<file path="config.mk">
export PLATFORM = sky130hd
export DESIGN_NAME = tap_hold_ctrl_key_qualifier
export DESIGN_NICKNAME = d
export VERILOG_FILES = /design/src/rtl/thq_pkg.sv /design/src/rtl/tap_hold_ctrl_key_qualifier.sv
export SDC_FILE = /design/constraint.sdc
export NUM_CORES = 1
export LEC_CHECK = 0
export ABC_AREA = 1
export CAP_MARGIN = 20
export CELL_PAD_IN_SITES_DETAIL_PLACEMENT = 1
export CELL_PAD_IN_SITES_GLOBAL_PLACEMENT = 1
export CORE_MARGIN = 8
export CORE_UTILIZATION = 30
export CTS_BUF_LIST = sky130_fd_sc_hd__clkbuf_4
export CTS_CLUSTER_SIZE = 40
export DETAILED_ROUTE_END_ITERATION = 16
export DONT_BUFFER_PORTS = 1
export PLACE_DENSITY = 0.59
export SLEW_MARGIN = 20
export SYNTH_ARGS = -nofsm -noshare
export SYNTH_HDL_FRONTEND = slang
export SYNTH_SLANG_ARGS = --single-unit
</file>
<file path="constraint.sdc">
create_clock -name clk -period 5.13 [get_ports clk]
set_clock_uncertainty 0.05 [all_clocks]
set_input_delay 0.513 -clock clk [delete_from_list [all_inputs] [get_ports clk]]
set_output_delay 0.513 -clock clk [all_outputs]
set_load 0.02 [all_outputs]
</file>
<file path="src/rtl/thq_pkg.sv">
// Types, codes and constants for the tap/hold dual-role key qualifier.
// Used by tap_hold_ctrl_key_qualifier; depends on nothing else.
`timescale 1ns / 1ps

package thq_pkg;

	localparam int COUNT_BITS     = 16;
	localparam int CFG_BITS       = 16;
	localparam int CMP_BITS       = (COUNT_BITS > CFG_BITS) ? COUNT_BITS : CFG_BITS;
	localparam int CFG_INDEX_BITS = 2;

	typedef logic [COUNT_BITS-1:0] count_t;
	typedef logic [CFG_BITS-1:0]   cfg_t;
	typedef logic [CMP_BITS-1:0]   cmp_t;

	typedef enum logic [1:0] {
		CMD_OWN    = 2'd0,
		CMD_OTHER  = 2'd1,
		CMD_TICK   = 2'd2,
		CMD_UNUSED = 2'd3
	} cmd_t;

	typedef enum logic [2:0] {
		ACT_NONE    = 3'd0,
		ACT_LETTER  = 3'd1,
		ACT_MOD_ON  = 3'd2,
		ACT_MOD_OFF = 3'd3,
		ACT_COMBO   = 3'd4
	} action_t;

	typedef enum logic [4:0] {
		PH_IDLE  = 5'b00001,
		PH_TAP   = 5'b00010,
		PH_HOLD  = 5'b00100,
		PH_READY = 5'b01000,
		PH_DONE  = 5'b10000
	} phase_t;

	localparam logic [2:0] PHASE_CODE_IDLE  = 3'd0;
	localparam logic [2:0] PHASE_CODE_TAP   = 3'd1;
	localparam logic [2:0] PHASE_CODE_HOLD  = 3'd2;
	localparam logic [2:0] PHASE_CODE_READY = 3'd3;
	localparam logic [2:0] PHASE_CODE_DONE  = 3'd4;

	typedef enum logic [CFG_INDEX_BITS-1:0] {
		REG_TAP_TIMEOUT  = 2'd0,
		REG_READY_TIME   = 2'd1,
		REG_RETAP_WINDOW = 2'd2
	} cfg_index_t;

	localparam cfg_t TAP_TIMEOUT_RST  = 16'd200;
	localparam cfg_t READY_TIME_RST   = 16'd500;
	localparam cfg_t RETAP_WINDOW_RST = 16'd100;

	function automatic logic [2:0] phase_code(input phase_t p);
		logic [2:0] code;
		unique case (p)
			PH_IDLE:  code = PHASE_CODE_IDLE;
			PH_TAP:   code = PHASE_CODE_TAP;
			PH_HOLD:  code = PHASE_CODE_HOLD;
			PH_READY: code = PHASE_CODE_READY;
			PH_DONE:  code = PHASE_CODE_DONE;
			default:  code = PHASE_CODE_IDLE;
		endcase
		return code;
	endfunction

endpackage

</file>
<file path="src/rtl/tap_hold_ctrl_key_qualifier.sv">
// Pipeline: an accepted request is held in the input register, then its result in the
// result register that drives the outputs; the result stays until it is taken.
// One request per cycle unless the output stalls; phase and counters update in one pass.
// Reset: arst_n clears the phase to idle, both counters and the retap arm, and
// loads the timing registers with 200, 500 and 100 ticks.
// Top level; uses thq_pkg for codes, types and reset values.
`timescale 1ns / 1ps

module tap_hold_ctrl_key_qualifier (
	input  logic                                clk,
	input  logic                                arst_n,
	input  logic                                cfg_we,
	input  logic [thq_pkg::CFG_INDEX_BITS-1:0]  cfg_index,
	input  logic [thq_pkg::CFG_BITS-1:0]        cfg_data,
	input  logic                                in_valid,
	output logic                                in_ready,
	input  logic [1:0]                          cmd,
	input  logic                                pressed,
	input  logic                                is_modifier,
	output logic                                out_valid,
	input  logic                                out_ready,
	output logic [2:0]                          action,
	output logic                                pass_on,
	output logic [2:0]                          phase
);

	thq_pkg::cfg_t tap_timeout_q, ready_time_q, retap_window_q;

	thq_pkg::phase_t phase_q;
	thq_pkg::count_t hold_count_q, retap_count_q;
	logic            retap_armed_q;

	logic       s1_valid_q;
	logic [1:0] cmd_s1;
	logic       pressed_s1, is_modifier_s1;

	logic       out_valid_q;
	logic [2:0] action_s2, phase_s2;
	logic       pass_on_s2;

	logic advance;

	thq_pkg::phase_t  ph_n, ph_t1, ph_t2;
	thq_pkg::count_t  hc_n, rc_n, hc_inc, rc_inc;
	logic             armed_n, pass_n;
	thq_pkg::action_t act_n;

	assign advance  = s1_valid_q && (!out_valid_q || out_ready);
	assign in_ready = !s1_valid_q || advance;

	always_ff @(posedge clk or negedge arst_n) begin
		if (!arst_n) begin
			tap_timeout_q  <= thq_pkg::TAP_TIMEOUT_RST;
			ready_time_q   <= thq_pkg::READY_TIME_RST;
			retap_window_q <= thq_pkg::RETAP_WINDOW_RST;
		end else if (cfg_we) begin
			unique case (cfg_index)
				thq_pkg::REG_TAP_TIMEOUT:  tap_timeout_q  <= cfg_data;
				thq_pkg::REG_READY_TIME:   ready_time_q   <= cfg_data;
				thq_pkg::REG_RETAP_WINDOW: retap_window_q <= cfg_data;
				default: ;
			endcase
		end
	end

	always_ff @(posedge clk or negedge arst_n) begin
		if (!arst_n) begin
			s1_valid_q <= 1'b0;
		end else if (in_valid && in_ready) begin
			s1_valid_q <= 1'b1;
		end else if (advance) begin
			s1_valid_q <= 1'b0;
		end
	end

	always_ff @(posedge clk) begin
		if (in_valid && in_ready) begin
			cmd_s1         <= cmd;
			pressed_s1     <= pressed;
			is_modifier_s1 <= is_modifier;
		end
	end

	// Counters saturate rather than wrap.
	assign hc_inc = (hold_count_q == '1) ? hold_count_q : hold_count_q + thq_pkg::count_t'(1);
	assign rc_inc = (retap_count_q == '1) ? retap_count_q : retap_count_q + thq_pkg::count_t'(1);

	always_comb begin
		ph_n    = phase_q;
		hc_n    = hold_count_q;
		rc_n    = retap_count_q;
		armed_n = retap_armed_q;
		act_n   = thq_pkg::ACT_NONE;
		pass_n  = 1'b0;
		ph_t1   = phase_q;
		ph_t2   = phase_q;
		unique case (thq_pkg::cmd_t'(cmd_s1))
			thq_pkg::CMD_OWN: begin
				if (pressed_s1) begin
					if (phase_q == thq_pkg::PH_IDLE) begin
						ph_n = thq_pkg::PH_TAP;
						hc_n = '0;
					end else if (phase_q == thq_pkg::PH_READY && retap_armed_q &&
							thq_pkg::cmp_t'(retap_count_q) <
							thq_pkg::cmp_t'(retap_window_q)) begin
						act_n   = thq_pkg::ACT_COMBO;
						ph_n    = thq_pkg::PH_DONE;
						armed_n = 1'b0;
					end else begin
						ph_n    = thq_pkg::PH_IDLE;
						armed_n = 1'b0;
					end
				end else begin
					unique case (phase_q)
						thq_pkg::PH_TAP: begin
							act_n = thq_pkg::ACT_LETTER;
							ph_n  = thq_pkg::PH_IDLE;
						end
						thq_pkg::PH_HOLD: begin
							act_n = thq_pkg::ACT_MOD_OFF;
							ph_n  = thq_pkg::PH_IDLE;
						end
						thq_pkg::PH_READY: begin
							// A release in hold ready (re)starts the retap window.
							act_n   = thq_pkg::ACT_MOD_OFF;
							rc_n    = '0;
							armed_n = 1'b1;
						end
						thq_pkg::PH_DONE: ph_n = thq_pkg::PH_IDLE;
						default: ;
					endcase
				end
			end
			thq_pkg::CMD_OTHER: begin
				pass_n = 1'b1;
				if (pressed_s1 && phase_q == thq_pkg::PH_TAP) begin
					if (is_modifier_s1) begin
						act_n = thq_pkg::ACT_MOD_ON;
						ph_n  = thq_pkg::PH_HOLD;
					end else begin
						act_n = thq_pkg::ACT_LETTER;
						ph_n  = thq_pkg::PH_IDLE;
					end
				end
			end
			thq_pkg::CMD_TICK: begin
				// One tick may walk through tap, hold and ready in order.
				hc_n = hc_inc;
				if (retap_armed_q) begin
					rc_n = rc_inc;
				end
				if (phase_q == thq_pkg::PH_TAP &&
						thq_pkg::cmp_t'(hc_inc) >= thq_pkg::cmp_t'(tap_timeout_q)) begin
					ph_t1 = thq_pkg::PH_HOLD;
					act_n = thq_pkg::ACT_MOD_ON;
				end
				ph_t2 = ph_t1;
				if (ph_t1 == thq_pkg::PH_HOLD &&
						thq_pkg::cmp_t'(hc_inc) >= thq_pkg::cmp_t'(ready_time_q)) begin
					ph_t2 = thq_pkg::PH_READY;
				end
				ph_n = ph_t2;
				if (ph_t2 == thq_pkg::PH_READY && retap_armed_q &&
						thq_pkg::cmp_t'(rc_n) >= thq_pkg::cmp_t'(retap_window_q)) begin
					ph_n    = thq_pkg::PH_IDLE;
					armed_n = 1'b0;
				end
			end
			thq_pkg::CMD_UNUSED: ;
		endcase
	end

	always_ff @(posedge clk or negedge arst_n) begin
		if (!arst_n) begin
			phase_q       <= thq_pkg::PH_IDLE;
			hold_count_q  <= '0;
			retap_count_q <= '0;
			retap_armed_q <= 1'b0;
		end else if (advance) begin
			phase_q       <= ph_n;
			hold_count_q  <= hc_n;
			retap_count_q <= rc_n;
			retap_armed_q <= armed_n;
		end
	end

	always_ff @(posedge clk or negedge arst_n) begin
		if (!arst_n) begin
			out_valid_q <= 1'b0;
		end else if (advance) begin
			out_valid_q <= 1'b1;
		end else if (out_ready) begin
			out_valid_q <= 1'b0;
		end
	end

	always_ff @(posedge clk) begin
		if (advance) begin
			action_s2  <= act_n;
			pass_on_s2 <= pass_n;
			phase_s2   <= thq_pkg::phase_code(ph_n);
		end
	end

	assign out_valid = out_valid_q;
	assign action    = action_s2;
	assign pass_on   = pass_on_s2;
	assign phase     = phase_s2;

`ifndef ASSERT_OFF
	a_armed_only_ready: assert property (@(posedge clk) disable iff (!arst_n)
		retap_armed_q |-> phase_q == thq_pkg::PH_READY)
		else $error("retap window armed outside hold ready");

	a_pass_actions: assert property (@(posedge clk) disable iff (!arst_n)
		(out_valid_q && pass_on_s2) |->
			(action_s2 != thq_pkg::ACT_MOD_OFF && action_s2 != thq_pkg::ACT_COMBO))
		else $error("other-key request produced an own-key action");

	a_mod_on_phase: assert property (@(posedge clk) disable iff (!arst_n)
		(out_valid_q && action_s2 == thq_pkg::ACT_MOD_ON) |->
			(phase_s2 == thq_pkg::PHASE_CODE_HOLD || phase_s2 == thq_pkg::PHASE_CODE_READY))
		else $error("modifier press reported outside a hold phase");

	a_stall_cause: assert property (@(posedge clk) disable iff (!arst_n)
		!in_ready |-> (s1_valid_q && out_valid_q && !out_ready))
		else $error("input stalled with room in the pipeline");
`endif

endmodule
</file>
==> results of run 1 <==
==> metrics by stage <==
stage	worst slack (ps)	area (sq um)
4_1_cts	874	6920
5_1_grt	415	6930
2_1_floorplan	1760	6480
3_5_place_dp	892	6770
3_3_place_gp	920	6770
6_report	905	6930
==> cell usage after synthesis <==
| library cell | count | area share, % |
|---|---|---|
| o311ai_0 | 1 | 0.14 |
| nor4_2 | 1 | 0.19 |
| a21oi_1 | 32 | 2.5 |
| or4_1 | 1 | 0.12 |
| and3_1 | 2 | 0.19 |
| nor3_2 | 2 | 0.31 |
| buf_6 | 1 | 0.17 |
| nand3_2 | 1 | 0.15 |
| o22ai_1 | 19 | 1.8 |
| dfstp_2 | 13 | 5.3 |
| nand2_2 | 2 | 0.19 |
| a2111oi_0 | 2 | 0.27 |
| o211ai_1 | 2 | 0.23 |
| a22oi_1 | 1 | 0.12 |
| o21ai_0 | 84 | 6.5 |
| nor2_2 | 2 | 0.19 |
| ha_1 | 65 | 13 |
| o31ai_4 | 1 | 0.33 |
| o21a_1 | 3 | 0.35 |
| a211oi_1 | 1 | 0.12 |
| clkbuf_1 | 12 | 0.69 |
| xor2_2 | 1 | 0.25 |
| o21bai_1 | 2 | 0.23 |
| buf_2 | 3 | 0.23 |
| dfrtp_1 | 75 | 29 |
| o21ai_1 | 2 | 0.15 |
| a22o_1 | 2 | 0.27 |
| xor2_1 | 17 | 2.3 |
| inv_1 | 173 | 10 |
| nor2_4 | 1 | 0.17 |
| or2_2 | 1 | 0.097 |
| nand2_1 | 196 | 11 |
| nand3_1 | 27 | 2.1 |
| nor3_1 | 16 | 1.2 |
| edfxtp_1 | 11 | 5.1 |
| a22oi_2 | 1 | 0.19 |
| nor3b_1 | 1 | 0.12 |
| inv_2 | 2 | 0.12 |
| o31ai_1 | 1 | 0.12 |
| nor2_1 | 61 | 3.5 |
| nand4_1 | 12 | 1.2 |
==> where the power goes <==
| part | leakage, nW | internal [mW] | switching, mW |
|---|---|---|---|
| combinational | 2.26 | 0.303 | 0.569 |
| sequential | 1.22 | 0.945 | 0.131 |
| clock | 0.0623 | 0.109 | 0.287 |
| total | 3.54 | 1.36 | 0.987 |
==> flip-flops by register name (all words and copies together), names as in the netlist <==
| name | count |
|---|---|
| hold_count_q | 16 |
| ready_time_q | 16 |
| retap_count_q | 16 |
| retap_window_q | 16 |
| tap_timeout_q | 16 |
| phase_q | 5 |
| action | 3 |
| phase | 3 |
| cmd_s1 | 2 |
| is_modifier_s1 | 1 |
| out_valid | 1 |
| pass_on | 1 |
| pressed_s1 | 1 |
| retap_armed_q | 1 |
| s1_valid_q | 1 |
==> critical path, cell delays in order (launching register included) <==
cell and delay, ps:
dfrtp_1 450, inv_1 120, nor3_2 240, inv_2 60
nor2_2 90, inv_2 60, nor2_4 110, nand2_2 70
o31ai_4 460, nor2_1 180, nand3_1 120, xor2_1 190
inv_1 60, ha_1 270, nand2_1 60, nor2_1 150
nor3b_1 260, nor2_1 110, a21oi_1 190, inv_1 60
nor2_1 100, nand2_1 70, nand3_1 130, nand2_1 120
nand2_1 90, nand2_1 50, inv_1 50, nor2_1 40
==> final cells by class <==
class                   instances  area (sq um)  share of cell area [%]
well taps                     275           344                    4.97
repair buffers                  4          52.6                   0.759
clock inverters                 5          28.8                   0.415
diodes                          2          5.00                  0.0723
clock buffers                  11          82.6                    1.19
inverters                     175           657                    9.48
multi-input cells             563          3210                    46.3
flip-flops and latches         99          2550                    36.8
==> worst paths after layout <==
kind	from	cells after the start	endpoint	slack [ps]
setup / recovery	retap_count_q[4]$_DFFE_PN0P_	27	phase[0]$_DFFE_PP_	900
max in group asynchronous	arst_n	2	ready_time_q[8]$_DFFE_PN1P_	4070
setup reg to reg	retap_count_q[4]$_DFFE_PN0P_	27	phase[0]$_DFFE_PP_	900
hold / removal	cmd[0]	0	cmd_s1[0]$_DFFE_PP_	60
min in group asynchronous	arst_n	2	ready_time_q[3]$_DFFE_PN0P_	560
hold reg to reg	ready_time_q[14]$_DFFE_PN0P_	2	ready_time_q[14]$_DFFE_PN0P_	460
==> cells by family after synthesis <==
group,after synthesis,share of synthesized area (%)
compound gates,154,13.3
simple gates,326,21.1
flops,99,39.3
buf+inv,191,11.2
xor+xnor,18,2.55
fa+ha+maj,65,12.5
==> routing by layer <==
metal  track usage, %  routed length, microns  up-vias  part of all wire, %
li1                 -                       -     2730                    -
met1             18.9                    8940     2543                   51
met2             22.9                    8060       41                   46
met3             2.04                     396       13                  2.2
met4             4.17                     217        0                  1.2
met5                0                       0        -                    0
==> flow_metrics.env, run 1 <==
export IMPL_vias_per_cell=4.70
export IMPL_detail_route_wl_per_cell_microns=15.5
export IMPL_nets=944
export IMPL_fin_crit_sh_pct=82.4
export IMPL_cts_tree="yes"
export IMPL_synth_area_sq_um=6480
export IMPL_max_slew_margin_pct=35.1
export IMPL_p_leak_nw=3.54
export IMPL_fin_util_pct=32.7
export IMPL_cts_buffers=9
export IMPL_core_area_sq_um=21200
export IMPL_rsz0062_at_grt="no"
export IMPL_wirelength_microns=17600
export IMPL_arrival_ps=4440
export IMPL_drive_above_1_share_pct=5.25
export IMPL_stdcell_count=1134
export IMPL_die_width_microns=163
export IMPL_final_cell_mix="nand2_1, inv_1, o21ai_0"
export IMPL_die_h_microns=163
export IMPL_fin_tns_setup_ps=0
export IMPL_cts_root_buf="clkbuf_4"
export IMPL_cts_sinks=99
export IMPL_firstDrtPassIters=4
export IMPL_cts_path_max_buffers=2
export IMPL_grt_ovfl_total=0
export IMPL_end_kind="flip-flop"
export IMPL_total_power_mw=2.34
export IMPL_maxCapViolations=0
export IMPL_start_util_pct=30.7
export IMPL_grt_usage_pct=14.0
export IMPL_hpwl_microns=13700
export IMPL_postCtsSetupBuffers=0
export IMPL_path_max_fanout=11
export IMPL_ant_nets=0
export IMPL_grt_antenna_before_repair=1
export IMPL_clk_pin_slew_ps=160
export IMPL_die_area_sq_um=26600
export IMPL_ys_seq_elements=99
export IMPL_dp_cells=1114
export IMPL_crit_path_start_kind="flip-flop"
export IMPL_grt_pass1_wl_microns=29500
export IMPL_drc_errors=0
export IMPL_synth_cell_types=41
export IMPL_row_count=53
export IMPL_h_tree_depth=3
export IMPL_required_ps=5350
export IMPL_insertion_delay_ps=490
export IMPL_nFillCells=2621
export IMPL_syn2layout_area_growth_pct=6.81
export IMPL_synth_nets=945
export IMPL_gp_congestion=0.819
export IMPL_final_common_cell="nand2_1"
export IMPL_avgSynthCellArea_sq_um=7.60
export IMPL_cts_resized_gates=0
export IMPL_tightest_slew_ps=971
export IMPL_finalCriticalPeriod_ps=4230
export IMPL_powerDensity_nw_per_um2=339
export IMPL_drt_first_iter_violations=195
export IMPL_final_max_slew_viol_count=0
export IMPL_vias=5327
export IMPL_final_setup_viol_count=0
export IMPL_final_hold_viol_count=0
export IMPL_grt_pass1_vias=5634
export IMPL_port_buffers=0
export IMPL_synthCells=853
export IMPL_yosysSeqAreaShare_pct=39.3
export IMPL_peakVddDrop_v=0.000136
export IMPL_max_freq_mhz=237
export IMPL_num_io_pins=36
export IMPL_yosys_warnings=0
export IMPL_status="finished clean"
export IMPL_grt_max_degree=89
export IMPL_crit_type="flip-flop to flip-flop"
export IMPL_cts_hold_buf=2
export IMPL_hold_class="primary input to flip-flop"
export IMPL_holdWs_ps=62.5
(Power assumes the default switching activity.)
==> run 2: changes to the inputs <==
Clock period 5.13 ns to 4.2 ns, I/O delays scaled along.
==> run 2 against run 1 <==
  * Sequential power increased by 21%
  * Routed wire length grew 2.9%
  * Hold slack got worse by 1.0 ps
  * Largest power group unchanged
  * Cell area is 5.2% higher
  * Maximum frequency up 11%
  * Combinational power up 35%
  * Clock power up 39%
  * Count of clock-buffer cells in the layout is the same
  * Total power is 30% higher
  * Sequential share of layout area down 1.8 points
  * Global-route usage is 0.25 points higher
==> flow_metrics.env, run 2 (same netlist as run 1, synthesis figures left out) <==
export IMPL_cpMaxStageDelayCell="dfrtp_1"
export IMPL_crit_path_start_kind="flip-flop"
export IMPL_cts_tree="yes"
export IMPL_firstDrtPassIters=4
export IMPL_row_count=53
export IMPL_tightest_slew_ps=920
export IMPL_p_clk_share_pct=18.1
export IMPL_end_kind="flip-flop"
export IMPL_stdcell_count=1155
export IMPL_start_util_pct=30.7
export IMPL_drt_first_iter_violations=299
export IMPL_power_switching_mw=1.26
export IMPL_ant_nets=0
export IMPL_fin_util_pct=34.5
export IMPL_p_comb_share_pct=38.8
export IMPL_max_slew_margin_pct=38.5
export IMPL_drc_errors=0
export IMPL_arrival_ps=4060
export IMPL_cts_root_buf="clkbuf_4"
export IMPL_fin_ws_ps=386
export IMPL_nFillCells=2564
export IMPL_nets=966
export IMPL_cts_buffers=9
export IMPL_p_int_mw=1.78
export IMPL_dp_cells=1119
export IMPL_max_freq_mhz=262
export IMPL_core_area_sq_um=21200
export IMPL_wirelength_microns=18100
export IMPL_gp_congestion=0.858
export IMPL_hold_class="primary input to flip-flop"
export IMPL_required_ps=4440
export IMPL_pwr_share_seq_pct=43.1
export IMPL_multi_input_area_sq_um=3350
export IMPL_status="finished clean"
export IMPL_die_h_microns=163
export IMPL_grt_max_degree=89
export IMPL_holdWs_ps=61.4
export IMPL_p_leak_nw=3.71
export IMPL_insertion_delay_ps=500
export IMPL_drive_above_1_share_pct=11.0
export IMPL_detail_route_wl_per_cell_microns=15.7
export IMPL_area_sequential_sq_um=2550
export IMPL_total_power_mw=3.05
export IMPL_vias=5414
export IMPL_syn2layout_area_growth_pct=12.4
export IMPL_grt_antenna_before_repair=1
export IMPL_rsz0062_at_grt="yes"
export IMPL_final_common_cell="nand2_1"
export IMPL_crit_type="flip-flop to flip-flop"
export IMPL_fin_area_sq_um=7290
export IMPL_hpwl_microns=13800
export IMPL_grt_ovfl_total=0
export IMPL_finalCriticalPeriod_ps=3810
export IMPL_peakVddDrop_v=0.000182
export IMPL_slowest_delay_ps=420
export IMPL_postPlaceCellArea_sq_um=6810
export IMPL_final_setup_viol_count=0
export IMPL_final_hold_viol_count=0
export IMPL_cpMostUsedCell="nand2_1"
export IMPL_grt_pass1_wl_microns=30000
export IMPL_p_sw_share_pct=41.5
export IMPL_die_area_sq_um=26600
export IMPL_powerDensity_nw_per_um2=418
export IMPL_die_width_microns=163
export IMPL_cts_sinks=99
export IMPL_vias_per_cell=4.69
export IMPL_final_cell_mix="nand2_1, inv_1, o21ai_0"
export IMPL_cts_path_max_buffers=2
export IMPL_grt_pass1_vias=5680
export IMPL_grt_usage_pct=14.3
export IMPL_dp_slack_ps=126
export IMPL_fin_tns_setup_ps=0
export IMPL_final_max_slew_viol_count=0
export IMPL_fin_crit_sh_pct=90.8
export IMPL_maxCapViolations=0
export IMPL_num_io_pins=36
export IMPL_clk_pin_slew_ps=170
export IMPL_port_buffers=0
export IMPL_h_tree_depth=3
export IMPL_path_max_fanout=5
## run 2: cell count changes in the layout (fill, tap and decap cells not counted), moves of 5 or more
cell and delta:
buf_4 +13, nand2_2 +6, nor3_2 +5, nand2_1 -7, nor2_2 +8, dlygate4sd3_1 +6, nor2_1 -9, nor3_1 -6
## run 2: repair_timing
item                                   CTS  global route
setup endpoints to repair                0             6
hold buffers                             8             0
setup buffers                            0            10
resized for setup                        0            42
endpoints found under the hold margin   94             0
## run 2: layout make-up
class,instances,share of cell area [%]
Clock inverter,5,0.721
Sequential cell,99,35.0
Multi-Input combinational cell,563,46.0
Inverter,175,9.01
Timing Repair Buffer,26,3.40
Clock buffer,11,1.13
Tap cell,275,4.72
Antenna cell,1,0.0343
## run 2: critical path, delay by kind of cell, from the launching register on
kind | cells | cell delay (ps)
buffers and inverters | 3 | 260
DFF | 1 | 420
and+or+nand+nor | 19 | 1960
AOI/OAI and AO/OA | 3 | 480
adders and majority gates | 1 | 300
xor gates and xnor gates | 1 | 140
## run 2: final timing paths
path / from / end / slack, ps / cells past startpoint
min in group asynchronous: arst_n / retap_count_q[2]$_DFFE_PN0P_ / 510 / 2
worst max register to register: hold_count_q[0]$_DFFE_PN0P_ / phase[1]$_DFFE_PP_ / 390 / 27
worst max-delay path: hold_count_q[0]$_DFFE_PN0P_ / phase[1]$_DFFE_PP_ / 390 / 27
max in group asynchronous: arst_n / ready_time_q[8]$_DFFE_PN1P_ / 3210 / 2
worst min register to register: tap_timeout_q[6]$_DFFE_PN1P_ / tap_timeout_q[6]$_DFFE_PN1P_ / 450 / 2
worst min-delay path: cfg_data[3] / tap_timeout_q[3]$_DFFE_PN1P_ / 60 / 2
## run 2: power by group through the flow
stage / Clock [mW] / Sequential, mW / Combinational (mW)
after floorplan: 0 / 1.28 / 0.803
after global placement: 0 / 1.33 / 1.07
after detailed placement: 0 / 1.33 / 1.08
after CTS: 0.575 / 1.31 / 1.12
after global routing: 0.600 / 1.34 / 1.38
final: 0.552 / 1.31 / 1.18
## run 2: per-layer routing
metal / up-vias / wire length [microns] / global-route usage [%]
met2: 50 / 8100 / 22.1
met4: 0 / 227 / 4.25
li1: 2774 / - / -
met5: - / 0 / 0
met3: 16 / 500 / 2.21
met1: 2574 / 9300 / 20.1
==> run 3: changes to the inputs <==
Settings changed: PLACE_DENSITY 0.59 to unset, PLACE_DENSITY_LB_ADDON set to 0.1, SLEW_MARGIN 20 to unset.
==> run 3 against run 2 <==
  * Global-route usage up 0.27 points
  * Sequential cell count unchanged
  * Register-to-register slack lost 140 ps
  * Die area is the same
  * First-iteration DRC count shrank 27%
  * Largest power group unchanged
  * Highest routed layer unchanged
==> flow_metrics.env, run 3 (same netlist as run 1, synthesis figures left out) <==
export IMPL_ant_nets=0
export IMPL_gp_congestion=0.794
export IMPL_fin_ws_ps=242
export IMPL_tightest_slew_ps=942
export IMPL_grt_usage_pct=14.5
export IMPL_final_cell_mix="nand2_1, inv_1, o21ai_0"
export IMPL_vias_per_cell=4.80
export IMPL_grt_pass1_vias=5934
export IMPL_status="finished clean"
export IMPL_cts_tree="yes"
export IMPL_cts_buffers=9
export IMPL_grt_use_met3_pct=2.77
export IMPL_total_power_mw=3.04
export IMPL_maxCapViolations=0
export IMPL_start_util_pct=30.7
export IMPL_final_hold_viol_count=0
export IMPL_reg2reg_from="retap_count_q[0]$_DFFE_PN0P_"
export IMPL_p_clk_share_pct=17.2
export IMPL_r2r_setup_slack_ps=240
export IMPL_peakVddDrop_v=0.000176
export IMPL_hold_class="primary input to flip-flop"
export IMPL_p_leak_nw=3.78
export IMPL_insertion_delay_ps=490
export IMPL_cpMaxStageDelayCell="dfrtp_1"
export IMPL_num_io_pins=36
export IMPL_cts_root_buf="clkbuf_4"
export IMPL_drive_above_1_share_pct=12.2
export IMPL_drc_errors=0
export IMPL_ff2ff_path_depth=29
export IMPL_max_freq_mhz=253
export IMPL_powerDensity_nw_per_um2=410
export IMPL_grt_max_degree=89
export IMPL_cpMostUsedCell="inv_1"
export IMPL_p_comb_share_pct=39.4
export IMPL_p_int_mw=1.74
export IMPL_end_kind="flip-flop"
export IMPL_crit_type="flip-flop to flip-flop"
export IMPL_p_sw_share_pct=42.7
export IMPL_die_area_sq_um=26600
export IMPL_cts_path_max_buffers=2
export IMPL_slowest_delay_ps=390
export IMPL_power_switching_mw=1.30
export IMPL_wirelength_microns=19000
export IMPL_stdcell_count=1169
export IMPL_fin_crit_sh_pct=94.2
export IMPL_final_max_slew_viol_count=0
export IMPL_crit_path_start_kind="flip-flop"
export IMPL_top_usage_layer="met2"
export IMPL_dp_slack_ps=55.5
export IMPL_core_area_sq_um=21200
export IMPL_nets=980
export IMPL_detail_route_wl_per_cell_microns=16.3
export IMPL_die_h_microns=163
export IMPL_r2r_end="phase[0]$_DFFE_PP_"
export IMPL_final_setup_viol_count=0
export IMPL_firstDrtPassIters=4
export IMPL_die_width_microns=163
export IMPL_path_max_fanout=5
export IMPL_grt_ovfl_total=0
export IMPL_clk_pin_slew_ps=180
export IMPL_pwr_share_seq_pct=43.4
export IMPL_max_slew_margin_pct=37.0
export IMPL_grt_antenna_before_repair=1
export IMPL_h_tree_depth=3
export IMPL_dp_cells=1120
export IMPL_endpoint="phase[0]$_DFFE_PP_"
export IMPL_cts_sinks=99
export IMPL_final_common_cell="nand2_1"
export IMPL_drt_first_iter_violations=217
export IMPL_holdWs_ps=57.4
export IMPL_met2_usage_pct=25.7
export IMPL_hpwl_microns=14600
export IMPL_required_ps=4430
export IMPL_grt_pass1_wl_microns=30800
export IMPL_cp_startpoint="retap_count_q[0]$_DFFE_PN0P_"
export IMPL_port_buffers=0
export IMPL_syn2layout_area_growth_pct=14.3
export IMPL_met1_usage_pct=17.9
export IMPL_row_count=53
export IMPL_vias=5609
export IMPL_arrival_ps=4180
export IMPL_finalCriticalPeriod_ps=3960
run 3: timing repair:
item	in CTS	in global routing
hold buffers	8	0
buffers inserted	0	23
gates resized for setup	0	40
endpoints found under the setup margin	0	6
endpoints found under the hold margin	94	0
run 3: how the worst min path moves through the flow:
stage                 from                              to  slack, ps  depth (start not counted)
6_report       cfg_data[4]     ready_time_q[4]$_DFFE_PN1P_         60                          2
5_1_grt        cfg_data[8]     ready_time_q[8]$_DFFE_PN1P_         20                          2
4_1_cts        cfg_data[6]     ready_time_q[6]$_DFFE_PN1P_         20                          2
3_5_place_dp        arst_n   retap_count_q[13]$_DFFE_PN0P_         80                          0
3_3_place_gp        arst_n  retap_window_q[14]$_DFFE_PN0P_         80                          0
2_1_floorplan       arst_n     hold_count_q[0]$_DFFE_PN0P_         70                          0
run 3: stage by stage:
stage	utilization, %	setup TNS [ps]	cell area, sq um
2_1_floorplan	-	0	6480
4_1_cts	33.4	0	7070
6_report	35.1	0	7410
3_5_place_dp	32.3	0	6840
5_1_grt	35.1	-312	7410
3_3_place_gp	32.2	0	6810
run 3: per-layer routing:
layer | vias to the layer above | share of wire [%]
met1 | 2719 | 45
li1 | 2803 | -
met5 | - | 0
met3 | 19 | 3.2
met2 | 68 | 50
met4 | 0 | 1.3
run 3: power groups by stage:
stage	Combinational, mW	Clock [mW]	Sequential (mW)
after floorplan	0.803	0	1.28
after detailed placement	1.09	0	1.34
after CTS	1.12	0.564	1.32
final	1.20	0.523	1.32
after global routing	1.40	0.587	1.34
after global placement	1.05	0	1.34
run 3: final cells by class:
cell class	count	area (sq um)
inverter	175	657
timing repair buffer	40	382
tap	275	344
clock buffer	9	67.6
clock inverter	7	67.6
multi-input combinational	563	3340
sequential	99	2550
fill	2578	13700
antenna	1	2.50
run 3: critical path, delay by kind of cell, from the launching register on:
family / cells / cell delay (ps)
simple gates: 16 / 1570
xor+xnor: 1 / 190
fa+ha+maj: 2 / 440
compound gates: 2 / 480
flops: 1 / 390
buf+inv: 8 / 610
